<file path="src/rtl/hsv_to_rgb_converter_macros.svh">
// Assertion macros shared by the converter modules.
// Each macro expects clk and arst_n in the scope where it is used.
`ifndef HSV_TO_RGB_CONVERTER_MACROS_SVH
`define HSV_TO_RGB_CONVERTER_MACROS_SVH

// cond must hold in the same cycle as pre
`define HSV_CHK_IMPLY(label, pre, cond) \
	label: assert property (@(posedge clk) disable iff (!arst_n) (pre) |-> (cond)) \
		else $error("hsv2rgb: check failed");

// cond must hold in the cycle after pre
`define HSV_CHK_NEXT(label, pre, cond) \
	label: assert property (@(posedge clk) disable iff (!arst_n) (pre) |=> (cond)) \
		else $error("hsv2rgb: check failed");

`endif

</file>
<file path="src/rtl/hsv2rgb_pkg.sv">
`default_nettype none
package hsv2rgb_pkg;

	localparam int unsigned HUE_FULL   = 360;
	localparam int unsigned HUE_SECTOR = 60;
	localparam int unsigned LEVEL_MAX  = 255;
	localparam int unsigned FRAC_DEN   = 15300;

	// multiple of 360 that lifts any 16-bit signed hue to a positive value
	localparam logic [16:0] HUE_BIAS = 17'(92 * HUE_FULL);

	// reciprocals: floor(x/d) = (x*K) >> S, exact over the ranges used here
	localparam logic [15:0] RECIP_360   = 16'd46604;   // S = 24, x <= 65887
	localparam logic [16:0] RECIP_255   = 17'd65794;   // S = 24, x <= 65025
	localparam logic [22:0] RECIP_15300 = 23'd4491470; // S = 36, x <= 3901500
	localparam logic [10:0] RECIP_15300_HI = RECIP_15300[22:12];
	localparam logic [11:0] RECIP_15300_LO = RECIP_15300[11:0];

	typedef enum logic [2:0] {
		SEC_RY = 3'd0,
		SEC_YG = 3'd1,
		SEC_GC = 3'd2,
		SEC_CB = 3'd3,
		SEC_BM = 3'd4,
		SEC_MR = 3'd5
	} sector_t;

	typedef struct packed {
		logic        vld;
		logic [16:0] hue_x;   // biased hue, always positive
		logic [7:0]  sat;
		logic [7:0]  val;
	} in_word_t;

	typedef struct packed {
		logic       vld;
		sector_t    sector;
		logic [5:0] rem;
		logic [7:0] sat;
		logic [7:0] val;
	} hsv_word_t;

	typedef struct packed {
		logic       vld;
		sector_t    sector;
		logic [7:0] val;
		logic [7:0] lvl_m;
		logic [7:0] lvl_n;
		logic [7:0] lvl_k;
	} lvl_word_t;

endpackage
`default_nettype wire

</file>
<file path="src/rtl/hsv2rgb_sector.sv">
`default_nettype none
`include "hsv_to_rgb_converter_macros.svh"
module hsv2rgb_sector
	import hsv2rgb_pkg::*;
(
	input  wire logic      clk,
	input  wire logic      arst_n,
	input  wire in_word_t  in_s1,
	output hsv_word_t      out_s4
);

	logic        vld_s2, vld_s3, vld_s4;
	logic [16:0] x_s2;
	logic [7:0]  q_s2;
	logic [7:0]  sat_s2, val_s2, sat_s3, val_s3, sat_s4, val_s4;
	logic [8:0]  hue_s3;
	sector_t     sector_s4;
	logic [5:0]  rem_s4;

	logic [32:0] q_prod;
	logic [16:0] q_times;
	logic [16:0] hue_diff;
	sector_t     sector_c;
	logic [5:0]  rem_c;

	always_comb begin
		q_prod   = 33'(in_s1.hue_x) * 33'(RECIP_360);
		q_times  = 17'(q_s2) * 17'(HUE_FULL);
		hue_diff = x_s2 - q_times;
	end

	always_comb begin
		priority if (hue_s3 < 9'(HUE_SECTOR)) begin
			sector_c = SEC_RY;
			rem_c    = 6'(hue_s3);
		end else if (hue_s3 < 9'(2 * HUE_SECTOR)) begin
			sector_c = SEC_YG;
			rem_c    = 6'(hue_s3 - 9'(HUE_SECTOR));
		end else if (hue_s3 < 9'(3 * HUE_SECTOR)) begin
			sector_c = SEC_GC;
			rem_c    = 6'(hue_s3 - 9'(2 * HUE_SECTOR));
		end else if (hue_s3 < 9'(4 * HUE_SECTOR)) begin
			sector_c = SEC_CB;
			rem_c    = 6'(hue_s3 - 9'(3 * HUE_SECTOR));
		end else if (hue_s3 < 9'(5 * HUE_SECTOR)) begin
			sector_c = SEC_BM;
			rem_c    = 6'(hue_s3 - 9'(4 * HUE_SECTOR));
		end else begin
			sector_c = SEC_MR;
			rem_c    = 6'(hue_s3 - 9'(5 * HUE_SECTOR));
		end
	end

	always_ff @(posedge clk or negedge arst_n) begin
		if (!arst_n) begin
			vld_s2 <= 1'b0;
			vld_s3 <= 1'b0;
			vld_s4 <= 1'b0;
		end else begin
			vld_s2 <= in_s1.vld;
			vld_s3 <= vld_s2;
			vld_s4 <= vld_s3;
		end
	end

	always_ff @(posedge clk) begin
		x_s2      <= in_s1.hue_x;
		q_s2      <= q_prod[31:24];
		sat_s2    <= in_s1.sat;
		val_s2    <= in_s1.val;
		hue_s3    <= hue_diff[8:0];
		sat_s3    <= sat_s2;
		val_s3    <= val_s2;
		sector_s4 <= sector_c;
		rem_s4    <= rem_c;
		sat_s4    <= sat_s3;
		val_s4    <= val_s3;
	end

	assign out_s4 = '{vld: vld_s4, sector: sector_s4, rem: rem_s4, sat: sat_s4, val: val_s4};

	`HSV_CHK_IMPLY(a_hue_wrapped, vld_s3, hue_s3 < 9'(HUE_FULL))
	`HSV_CHK_NEXT(a_rem_range, vld_s3, rem_s4 < 6'(HUE_SECTOR))

endmodule
`default_nettype wire

</file>
<file path="src/rtl/hsv2rgb_levels.sv">
`default_nettype none
`include "hsv_to_rgb_converter_macros.svh"
module hsv2rgb_levels
	import hsv2rgb_pkg::*;
(
	input  wire logic       clk,
	input  wire logic       arst_n,
	input  wire hsv_word_t  in_s4,
	output lvl_word_t       out_s8
);

	logic       vld_s5, vld_s6, vld_s7, vld_s8;
	sector_t    sector_s5, sector_s6, sector_s7, sector_s8;
	logic [7:0] val_s5, val_s6, val_s7, val_s8;

	logic [7:0]  num_m_s5;
	logic [13:0] num_n_s5, num_k_s5;
	logic [15:0] prod_m_s6;
	logic [21:0] prod_n_s6, prod_k_s6;
	logic [7:0]  lvl_m_s7, lvl_m_s8;
	logic [33:0] pp_n_lo_s7, pp_k_lo_s7;
	logic [32:0] pp_n_hi_s7, pp_k_hi_s7;
	logic [7:0]  lvl_n_s8, lvl_k_s8;

	logic [13:0] rs_n, rs_k;
	logic [5:0]  rem_rev;
	logic [32:0] div_m;
	logic [45:0] sum_n, sum_k;

	always_comb begin
		rem_rev = 6'(HUE_SECTOR) - in_s4.rem;
		rs_n    = 14'(in_s4.rem) * 14'(in_s4.sat);
		rs_k    = 14'(rem_rev) * 14'(in_s4.sat);
		div_m   = 33'(prod_m_s6) * 33'(RECIP_255);
		// x * RECIP_15300 split in two partial products, registered in s7 and summed into s8
		sum_n   = {1'b0, pp_n_hi_s7, 12'd0} + 46'(pp_n_lo_s7);
		sum_k   = {1'b0, pp_k_hi_s7, 12'd0} + 46'(pp_k_lo_s7);
	end

	always_ff @(posedge clk or negedge arst_n) begin
		if (!arst_n) begin
			vld_s5 <= 1'b0;
			vld_s6 <= 1'b0;
			vld_s7 <= 1'b0;
			vld_s8 <= 1'b0;
		end else begin
			vld_s5 <= in_s4.vld;
			vld_s6 <= vld_s5;
			vld_s7 <= vld_s6;
			vld_s8 <= vld_s7;
		end
	end

	always_ff @(posedge clk) begin
		sector_s5  <= in_s4.sector;
		val_s5     <= in_s4.val;
		num_m_s5   <= 8'(LEVEL_MAX) - in_s4.sat;
		num_n_s5   <= 14'(FRAC_DEN) - rs_n;
		num_k_s5   <= 14'(FRAC_DEN) - rs_k;

		sector_s6  <= sector_s5;
		val_s6     <= val_s5;
		prod_m_s6  <= 16'(val_s5) * 16'(num_m_s5);
		prod_n_s6  <= 22'(val_s5) * 22'(num_n_s5);
		prod_k_s6  <= 22'(val_s5) * 22'(num_k_s5);

		sector_s7  <= sector_s6;
		val_s7     <= val_s6;
		lvl_m_s7   <= div_m[31:24];
		pp_n_lo_s7 <= 34'(prod_n_s6) * 34'(RECIP_15300_LO);
		pp_n_hi_s7 <= 33'(prod_n_s6) * 33'(RECIP_15300_HI);
		pp_k_lo_s7 <= 34'(prod_k_s6) * 34'(RECIP_15300_LO);
		pp_k_hi_s7 <= 33'(prod_k_s6) * 33'(RECIP_15300_HI);

		sector_s8  <= sector_s7;
		val_s8     <= val_s7;
		lvl_m_s8   <= lvl_m_s7;
		lvl_n_s8   <= sum_n[43:36];
		lvl_k_s8   <= sum_k[43:36];
	end

	assign out_s8 = '{vld: vld_s8, sector: sector_s8, val: val_s8,
		lvl_m: lvl_m_s8, lvl_n: lvl_n_s8, lvl_k: lvl_k_s8};

	// zero saturation must leave the full numerators, so every level equals value
	`HSV_CHK_NEXT(a_grey_num, in_s4.vld && (in_s4.sat == 8'd0), (num_n_s5 == 14'(FRAC_DEN)) && (num_k_s5 == 14'(FRAC_DEN)))
	`HSV_CHK_IMPLY(a_lvl_order, vld_s8, (lvl_m_s8 <= lvl_n_s8) && (lvl_m_s8 <= lvl_k_s8) && (lvl_n_s8 <= val_s8) && (lvl_k_s8 <= val_s8))

endmodule
`default_nettype wire

</file>
<file path="src/rtl/hsv_to_rgb_converter.sv">
// channel  | ports                          | handshake
// ---------+--------------------------------+-------------------------------
// input    | hue, saturation, brightness    | word taken when start && !busy
// result   | red, green, blue               | word valid while done is high
//
// One word per cycle; busy is never raised, so start may stay high.
// Each result shows up on done for one cycle, once its start has passed registers s1 to s9.
// The depth comes from the hue wrap (reciprocal multiply, subtract, sector
// split) and the level path (numerators, products, split reciprocal multiply).
// Reset clears only the valid bits; the receiver cannot stall the pipeline.
`default_nettype none
module hsv_to_rgb_converter
	import hsv2rgb_pkg::*;
(
	input  wire logic               clk,
	input  wire logic               arst_n,
	input  wire logic               start,
	output logic                    busy,
	input  wire logic signed [15:0] hue,
	input  wire logic signed [15:0] saturation,
	input  wire logic signed [15:0] brightness,
	output logic                    done,
	output logic             [7:0]  red,
	output logic             [7:0]  green,
	output logic             [7:0]  blue
);

	logic        vld_s1, vld_s9;
	logic [16:0] x_s1;
	logic [7:0]  sat_s1, val_s1;
	logic [7:0]  red_s9, green_s9, blue_s9;
	logic [7:0]  sat_c, val_c;
	logic [7:0]  r_c, g_c, b_c;

	in_word_t    in_s1;
	hsv_word_t   hsv_s4;
	lvl_word_t   lvl_s8;

	assign busy = 1'b0;

	always_comb begin
		priority if (saturation[15]) sat_c = 8'd0;
		else if (|saturation[14:8]) sat_c = 8'(LEVEL_MAX);
		else sat_c = saturation[7:0];

		priority if (brightness[15]) val_c = 8'd0;
		else if (|brightness[14:8]) val_c = 8'(LEVEL_MAX);
		else val_c = brightness[7:0];
	end

	always_ff @(posedge clk or negedge arst_n) begin
		if (!arst_n) begin
			vld_s1 <= 1'b0;
			vld_s9 <= 1'b0;
		end else begin
			vld_s1 <= start && !busy;
			vld_s9 <= lvl_s8.vld;
		end
	end

	always_ff @(posedge clk) begin
		// sign extend then add the bias; the sum is always positive
		x_s1   <= {hue[15], hue} + HUE_BIAS;
		sat_s1 <= sat_c;
		val_s1 <= val_c;
	end

	assign in_s1 = '{vld: vld_s1, hue_x: x_s1, sat: sat_s1, val: val_s1};

	hsv2rgb_sector u_sector (
		.clk    (clk),
		.arst_n (arst_n),
		.in_s1  (in_s1),
		.out_s4 (hsv_s4)
	);

	hsv2rgb_levels u_levels (
		.clk    (clk),
		.arst_n (arst_n),
		.in_s4  (hsv_s4),
		.out_s8 (lvl_s8)
	);

	// grey needs no special case: with zero saturation all levels equal value
	always_comb begin
		unique case (lvl_s8.sector)
			SEC_RY: begin
				r_c = lvl_s8.val;   g_c = lvl_s8.lvl_k; b_c = lvl_s8.lvl_m;
			end
			SEC_YG: begin
				r_c = lvl_s8.lvl_n; g_c = lvl_s8.val;   b_c = lvl_s8.lvl_m;
			end
			SEC_GC: begin
				r_c = lvl_s8.lvl_m; g_c = lvl_s8.val;   b_c = lvl_s8.lvl_k;
			end
			SEC_CB: begin
				r_c = lvl_s8.lvl_m; g_c = lvl_s8.lvl_n; b_c = lvl_s8.val;
			end
			SEC_BM: begin
				r_c = lvl_s8.lvl_k; g_c = lvl_s8.lvl_m; b_c = lvl_s8.val;
			end
			SEC_MR: begin
				r_c = lvl_s8.val;   g_c = lvl_s8.lvl_m; b_c = lvl_s8.lvl_n;
			end
			default: begin
				r_c = lvl_s8.val;   g_c = lvl_s8.lvl_k; b_c = lvl_s8.lvl_m;
			end
		endcase
	end

	always_ff @(posedge clk) begin
		red_s9   <= r_c;
		green_s9 <= g_c;
		blue_s9  <= b_c;
	end

	assign done  = vld_s9;
	assign red   = red_s9;
	assign green = green_s9;
	assign blue  = blue_s9;

endmodule
`default_nettype wire
</file>
<file path="config.mk">
export PLATFORM = sky130hd
export DESIGN_NAME = hsv_to_rgb_converter
export DESIGN_NICKNAME = d
export VERILOG_FILES = /design/src/rtl/hsv2rgb_pkg.sv /design/src/rtl/hsv2rgb_sector.sv /design/src/rtl/hsv2rgb_levels.sv /design/src/rtl/hsv_to_rgb_converter.sv
export VERILOG_INCLUDE_DIRS = /design/src /design/src/rtl
export SDC_FILE = /design/constraint.sdc
export NUM_CORES = 2
export LEC_CHECK = 0
export BUFFER_PORTS_ARGS = -buffer_cell sky130_fd_sc_hd__buf_2
export CAP_MARGIN = 20
export CORE_MARGIN = 4
export CORE_UTILIZATION = 59
export DETAILED_ROUTE_END_ITERATION = 10
export PLACE_DENSITY_LB_ADDON = 0.12
export SLEW_MARGIN = 20
export SYNTH_ARGS = -nofsm -noshare
export SYNTH_HDL_FRONTEND = slang
export SYNTH_SLANG_ARGS = --single-unit
</file>
<file path="constraint.sdc">
create_clock -name clk -period 5.1 [get_ports clk]
set_input_delay 1.02 -clock clk [delete_from_list [all_inputs] [get_ports clk]]
set_output_delay 1.02 -clock clk [all_outputs]
set_load 0.005 [all_outputs]
</file>
Word-level counts from Yosys, hierarchy flattened
Cells that the tools add are included.
{ "totals": {"register_bits": 445, "input_bits": 51, "out_inout_bits": 26, "elab_cells": 107} }
{ "op_classes": {"add_sub_neg": 13, "n_mul": 12, "order_cmp": 5, "eq_ne": 5, "n_mux": 14, "reduce_logical": 8} }
{ "ops": {"columns": ["operator", "n"], "rows": [
  ["44-bit by 34-bit adder with 44-bit output", 2],
  ["8-bit case mux with 3 select lines", 3],
  ["22-bit by 11-bit multiplier with 33-bit output, second input constant", 2],
  ["22-bit by 8-bit multiplier with 29-bit output, second input constant", 2],
  ["8-bit by 14-bit multiplier with 22-bit output", 2],
  ["16-bit by 16-bit multiplier with 31-bit output, second input constant", 1],
  ["17-bit by 14-bit multiplier with 30-bit output, second input constant", 1],
  ["6-bit 2-to-1 mux", 5],
  ["6-bit subtractor, second input constant", 5],
  ["6-bit by 8-bit multiplier with 14-bit output", 2],
  ["14-bit subtractor, first input constant", 2],
  ["9-bit by 8-bit less-than comparator with 1-bit output, second input constant", 2],
  ["17-bit by 16-bit adder with 17-bit output, second input constant", 1],
  ["8-bit by 8-bit multiplier with 16-bit output", 1],
  ["8-bit 2-to-1 mux", 2],
  ["7-bit OR reduction", 2],
  ["2-bit OR reduction", 5],
  ["9-bit by 6-bit less-than comparator with 1-bit output, second input constant", 1],
  ["9-bit by 7-bit less-than comparator with 1-bit output, second input constant", 1],
  ["9-bit less-than comparator, second input constant", 1],
  ["9-bit subtractor", 1],
  ["8-bit by 6-bit multiplier with 6-bit output, second input constant", 1],
  ["8-bit subtractor, first input constant", 1],
  ["3-bit by 2-bit == test with 1-bit output, second input constant", 2],
  ["other kinds (6)", 9]
]} }

Logic depth before layout (Yosys ltp)
{ "depth": {"depth_word": 6, "depth_mapped": 22, "depth_no_buf": 22} }

By module
Synthesis repeated with hierarchy kept, for this count alone.
{ "hier_totals": {"hier_cells": 4171, "area_unflattened_um2": 40470.1} }
{ "modules_own_cells": {"columns": ["mod", "n_inst", "cells_each", "area_per_inst_um2", "seq_area_each_um2"], "rows": [
  ["hsv2rgb_levels", 1, 3410, 32321.0, 5405.2],
  ["hsv2rgb_sector", 1, 536, 5799.3, 1696.6],
  ["hsv_to_rgb_converter", 1, 225, 2349.8, 1191.1]
]} }

Least setup slack after synthesis
No wires, ideal clock.
{ "synth_timing": {"path_kind": "register -> register", "startpoint": "reg x_s1[5]", "endpoint": "reg u_sector.q_s2[4]", "setup_ps": 118, "arrival_ps": 5123, "required_ps": 4982, "path_slack_ps": -141, "stages_incl_launch_ff": 23, "synth_period_minus_slack_ps": 5241, "path_cell_list": "dfxtp_1 > ha_1 > inv_1 > fa_1 > inv_1 > fa_1 > inv_1 > fa_1 > inv_1 > fa_1 > inv_1 > fa_1 > inv_1 > ha_1 > and4_1 > nand4_1 > a21oi_1 > and4_1 > o41ai_2 > a211o_1 > a21oi_1 > a21oi_1 > xnor2_1"} }
{ "synth_between": {"elab_chain_len": 1} }
{ "synth_rtl": {"columns": ["element", "line_no", "source"], "rows": [
  ["start, declared", "hsv_to_rgb_converter.sv:29", "logic [16:0] x_s1;"],
  ["start signal, assigned", "hsv_to_rgb_converter.sv:63", "x_s1 <= {hue[15], hue} + HUE_BIAS;"],
  ["17-bit by 14-bit multiplier with 30-bit output", "hsv2rgb_sector.sv:27", "q_prod = 33'(in_s1.hue_x) * 33'(RECIP_360);"],
  ["net u_sector.q_prod[28]", "hsv2rgb_sector.sv:20", "logic [32:0] q_prod;"],
  ["end signal, assigned", "hsv2rgb_sector.sv:68", "q_s2 <= q_prod[31:24];"],
  ["end, declared", "hsv2rgb_sector.sv:14", "logic [7:0] q_s2;"]
]} }
The timed path passes the listed nets, and every way through them passes these cells.
A chain may end at the register's enable or synchronous reset.

Worst setup path in the final report
{ "layout_timing": {"startpoint": "reg x_s1[5]", "endpoint": "reg u_sector.q_s2[5]"} }
Same word-level chain as after synthesis.

==> flow_summary.toml <==
[worst_setup_path]
worstPathMaxFanout = 3
arrival_ps = 5720
rr_worst_depth = 22
worstPathRequired_ps = 5560
path_class = "register to register"
r2r_start = "x_s1[5]"
startpoint_type = "register"
reg2reg_to = "u_sector.q_s2[5]"
rrSetupSlack_ps = -160
end_kind = "register"

[placement]
port_buffers = 75
gp_congestion = 0.855
hpwl_um = 64100
place_inst = 5045

[clock_tree]
cts_tree = "done"
clock-sinks = 412
cts_hold_buffers = 0
clockRootBuffer = "clkbuf_16"
numCtsBuffers = 47
cts_max_path_buffers = 3
clk_pin_slew_ps = 60
clock_latency_ps = 590
cts_max_level = 2

[die]
fp.dieW_um = 267
die_h_um = 267
die_area_um2 = 71100
ios = 77
core_area_um2 = 66100
initial_core_util_pct = 59.7
row_count = 94

[drt]
wl_met3_um = 2670
drt-wirelength-per-cell_um = 15.0
drt.antenna.violating_nets = 0
drtPass1Iterations = 7
drc = 0
via_count = 26493
top_layer = "met4"
drt-met1-wl_um = 35900
drt_iter0_drc = 1339
wl_met2_um = 36400
via_per_inst = 5.16
wirelength_um = 77000

[job]
drv_cap = 0

[sta]
final-hold-violation-count = 0
slew_headroom_pct = 24.8
worst_slack_ps = -158
setup_viol = 5
drv_slew = 0
worst_pin_slew_ps = 1120
min_period_over_period_pct = 103
fin_skew_ps = 18.2
rsz0062_at_grt = "yes"
timing.fmax_mhz = 190
post-route-min-period_ps = 5260

[logic_synthesis]
yosysSeqAreaShare_pct = 21.0
ys_seq_elements = 412
synth_area_leaders = "ha_1, fa_1, dfxtp_1"
syn_nets = 5323
synth_edf_count = 0
ys_types = 81
async_reset_ff_share_pct = 2.18
synthFlopType = "dfxtp_1"
avgSynthCellArea_um2 = 9.75
synth_top_area_cell = "ha_1"
yosysTopAreaCellShare_pct = 24.2
netlist_instances = 4050
synthesis.area_um2 = 39500
synth_warnings = 0

[global_routing]
grt.overflow.total = 0
antenna_found_initial = 1
grt_max_degree = 36
grt.total_usage_pct = 22.5
grt_pass1_vias = 27369
grt_pass1_wl_um = 132000

[finish]
drive_gt1_share_pct = 8.36
n_fill_cell = 5443
layout.cells.non_filler = 5135
regArea_um2 = 8320
fin_nets = 5506
multiInputGateArea_um2 = 27600
area_growth_pct = 10.3

[status]
status = "finished with violations"
violations = "negative setup slack"

[hold_path]
hp-class = "input port to asynchronous set/reset pin"
==> synth_stat cells (all sizes together) (9+ instances only) <==
library cell / instances
a211oi: 13
a21o: 61
a21oi: 183
a221o: 9
a221oi: 10
a31oi: 15
and2: 212
and3: 19
clkbuf: 47
dfrtp: 9
dfxtp: 403
fa: 459
ha: 763
inv: 949
nand2: 220
nand2b: 12
nand3: 39
nand4: 12
nor2: 109
nor2b: 19
nor3: 31
o211ai: 10
o21a: 22
o21ai: 75
o21bai: 28
or3: 12
xnor2: 140
xor2: 54
==> layout make-up <==
class | instances | share of cell area [%]
diodes | 1 | 0.00575
clock buffers | 54 | 2.90
clock inverters | 32 | 1.02
inverters | 949 | 8.18
multi-input cells | 2634 | 63.4
flip-flops and latches | 412 | 19.1
well taps | 864 | 2.48
repair buffers | 189 | 2.86
==> how the worst max path moves through the flow <==
stage,cells past startpoint,from,to
3_5_place_dp,20,x_s1[5],u_sector.q_s2[5]
3_3_place_gp,20,x_s1[3],u_sector.q_s2[5]
6_report,22,x_s1[5],u_sector.q_s2[5]
2_1_floorplan,20,x_s1[5],u_sector.q_s2[5]
5_1_grt,22,x_s1[5],u_sector.q_s2[5]
4_1_cts,23,x_s1[5],u_sector.q_s2[5]
==> kinds of logic after synthesis <==
| logic type | share of synthesized area (%) |
|---|---|
| mux | 0.0254 |
| buf+inv | 9.56 |
| xor+xnor | 4.30 |
| fa+ha+maj | 47.5 |
| other cells | 0.00950 |
| compound gates | 8.32 |
| simple gates | 9.33 |
| flops | 21.0 |
==> critical path: stages (launching register included) <==
cell and delay, ps:
dfxtp_4 360, ha_4 260, inv_2 40, fa_1 540, inv_2 40, fa_1 520
inv_1 50, fa_1 470, inv_1 40, fa_1 470, inv_1 50, fa_1 490
inv_2 40, ha_4 200, buf_4 140, nand2_2 70, a2bb2oi_2 160, a21oi_2 90
o41ai_4 420, a211o_1 240, a21oi_2 90, nor4_2 270, nor3_1 80
==> through the flow <==
stage	setup TNS, ps	hold WS (ps)	utilization, %	setup slack, ps	instance area, um^2
global route	-1880	250	65.9	-415	43600
global placement	-471	310	63.0	-179	41700
finish	-477	273	65.9	-158	43600
CTS	-502	235	65.7	-164	43400
floorplan	0	310	-	4.25	39600
detailed placement	-1040	312	63.0	-255	41700
==> layout by cell type (no fill, tap or decap), types with 28 or more instances in the layout <==
master     synthesis  final
nor2_1           109    108
and2_1           212    212
clkbuf_16          0     47
nand2_1          220    218
ha_1             763    755
nand3_1           39     39
a21oi_1          179    171
buf_4              1    112
inv_1            949    946
o21ai_0           65     64
buf_2              1     75
dfxtp_1          403    387
xor2_1            54     54
nor3_1            29     29
a21o_1            61     61
fa_1             459    459
xnor2_1          140    140
o21bai_1          28     28
==> registers in the layout (all words and copies together) (netlist names), 9 cells and up <==
signal               count
u_levels.num_k_s5       13
u_levels.num_n_s5       14
u_levels.pp_k_hi_s7     28
u_levels.pp_k_lo_s7     19
u_levels.pp_n_hi_s7     28
u_levels.pp_n_lo_s7     20
u_levels.prod_k_s6      21
u_levels.prod_m_s6      16
u_levels.prod_n_s6      22
u_sector.hue_s3          9
u_sector.x_s2            9
x_s1                    17
==> what timing repair did <==
item | 4_1_cts | 5_1_grt
resized for setup | 8 | 26
setup endpoints to repair | 7 | 27
gates cloned | 0 | 0
buffers inserted | 0 | 3
hold endpoints to repair | 0 | 0
pin swaps | 6 | 16
==> metal layers <==
metal | global-route usage, % | vias up
met2 | 38.3 | 399
li1 | - | 13257
met3 | 2.73 | 114
met5 | 0 | -
met4 | 6.05 | 0
met1 | 30.8 | 12723
Power is not shown: default switching activity piles up to over one toggle a cycle in this logic, so the estimate is an artifact.
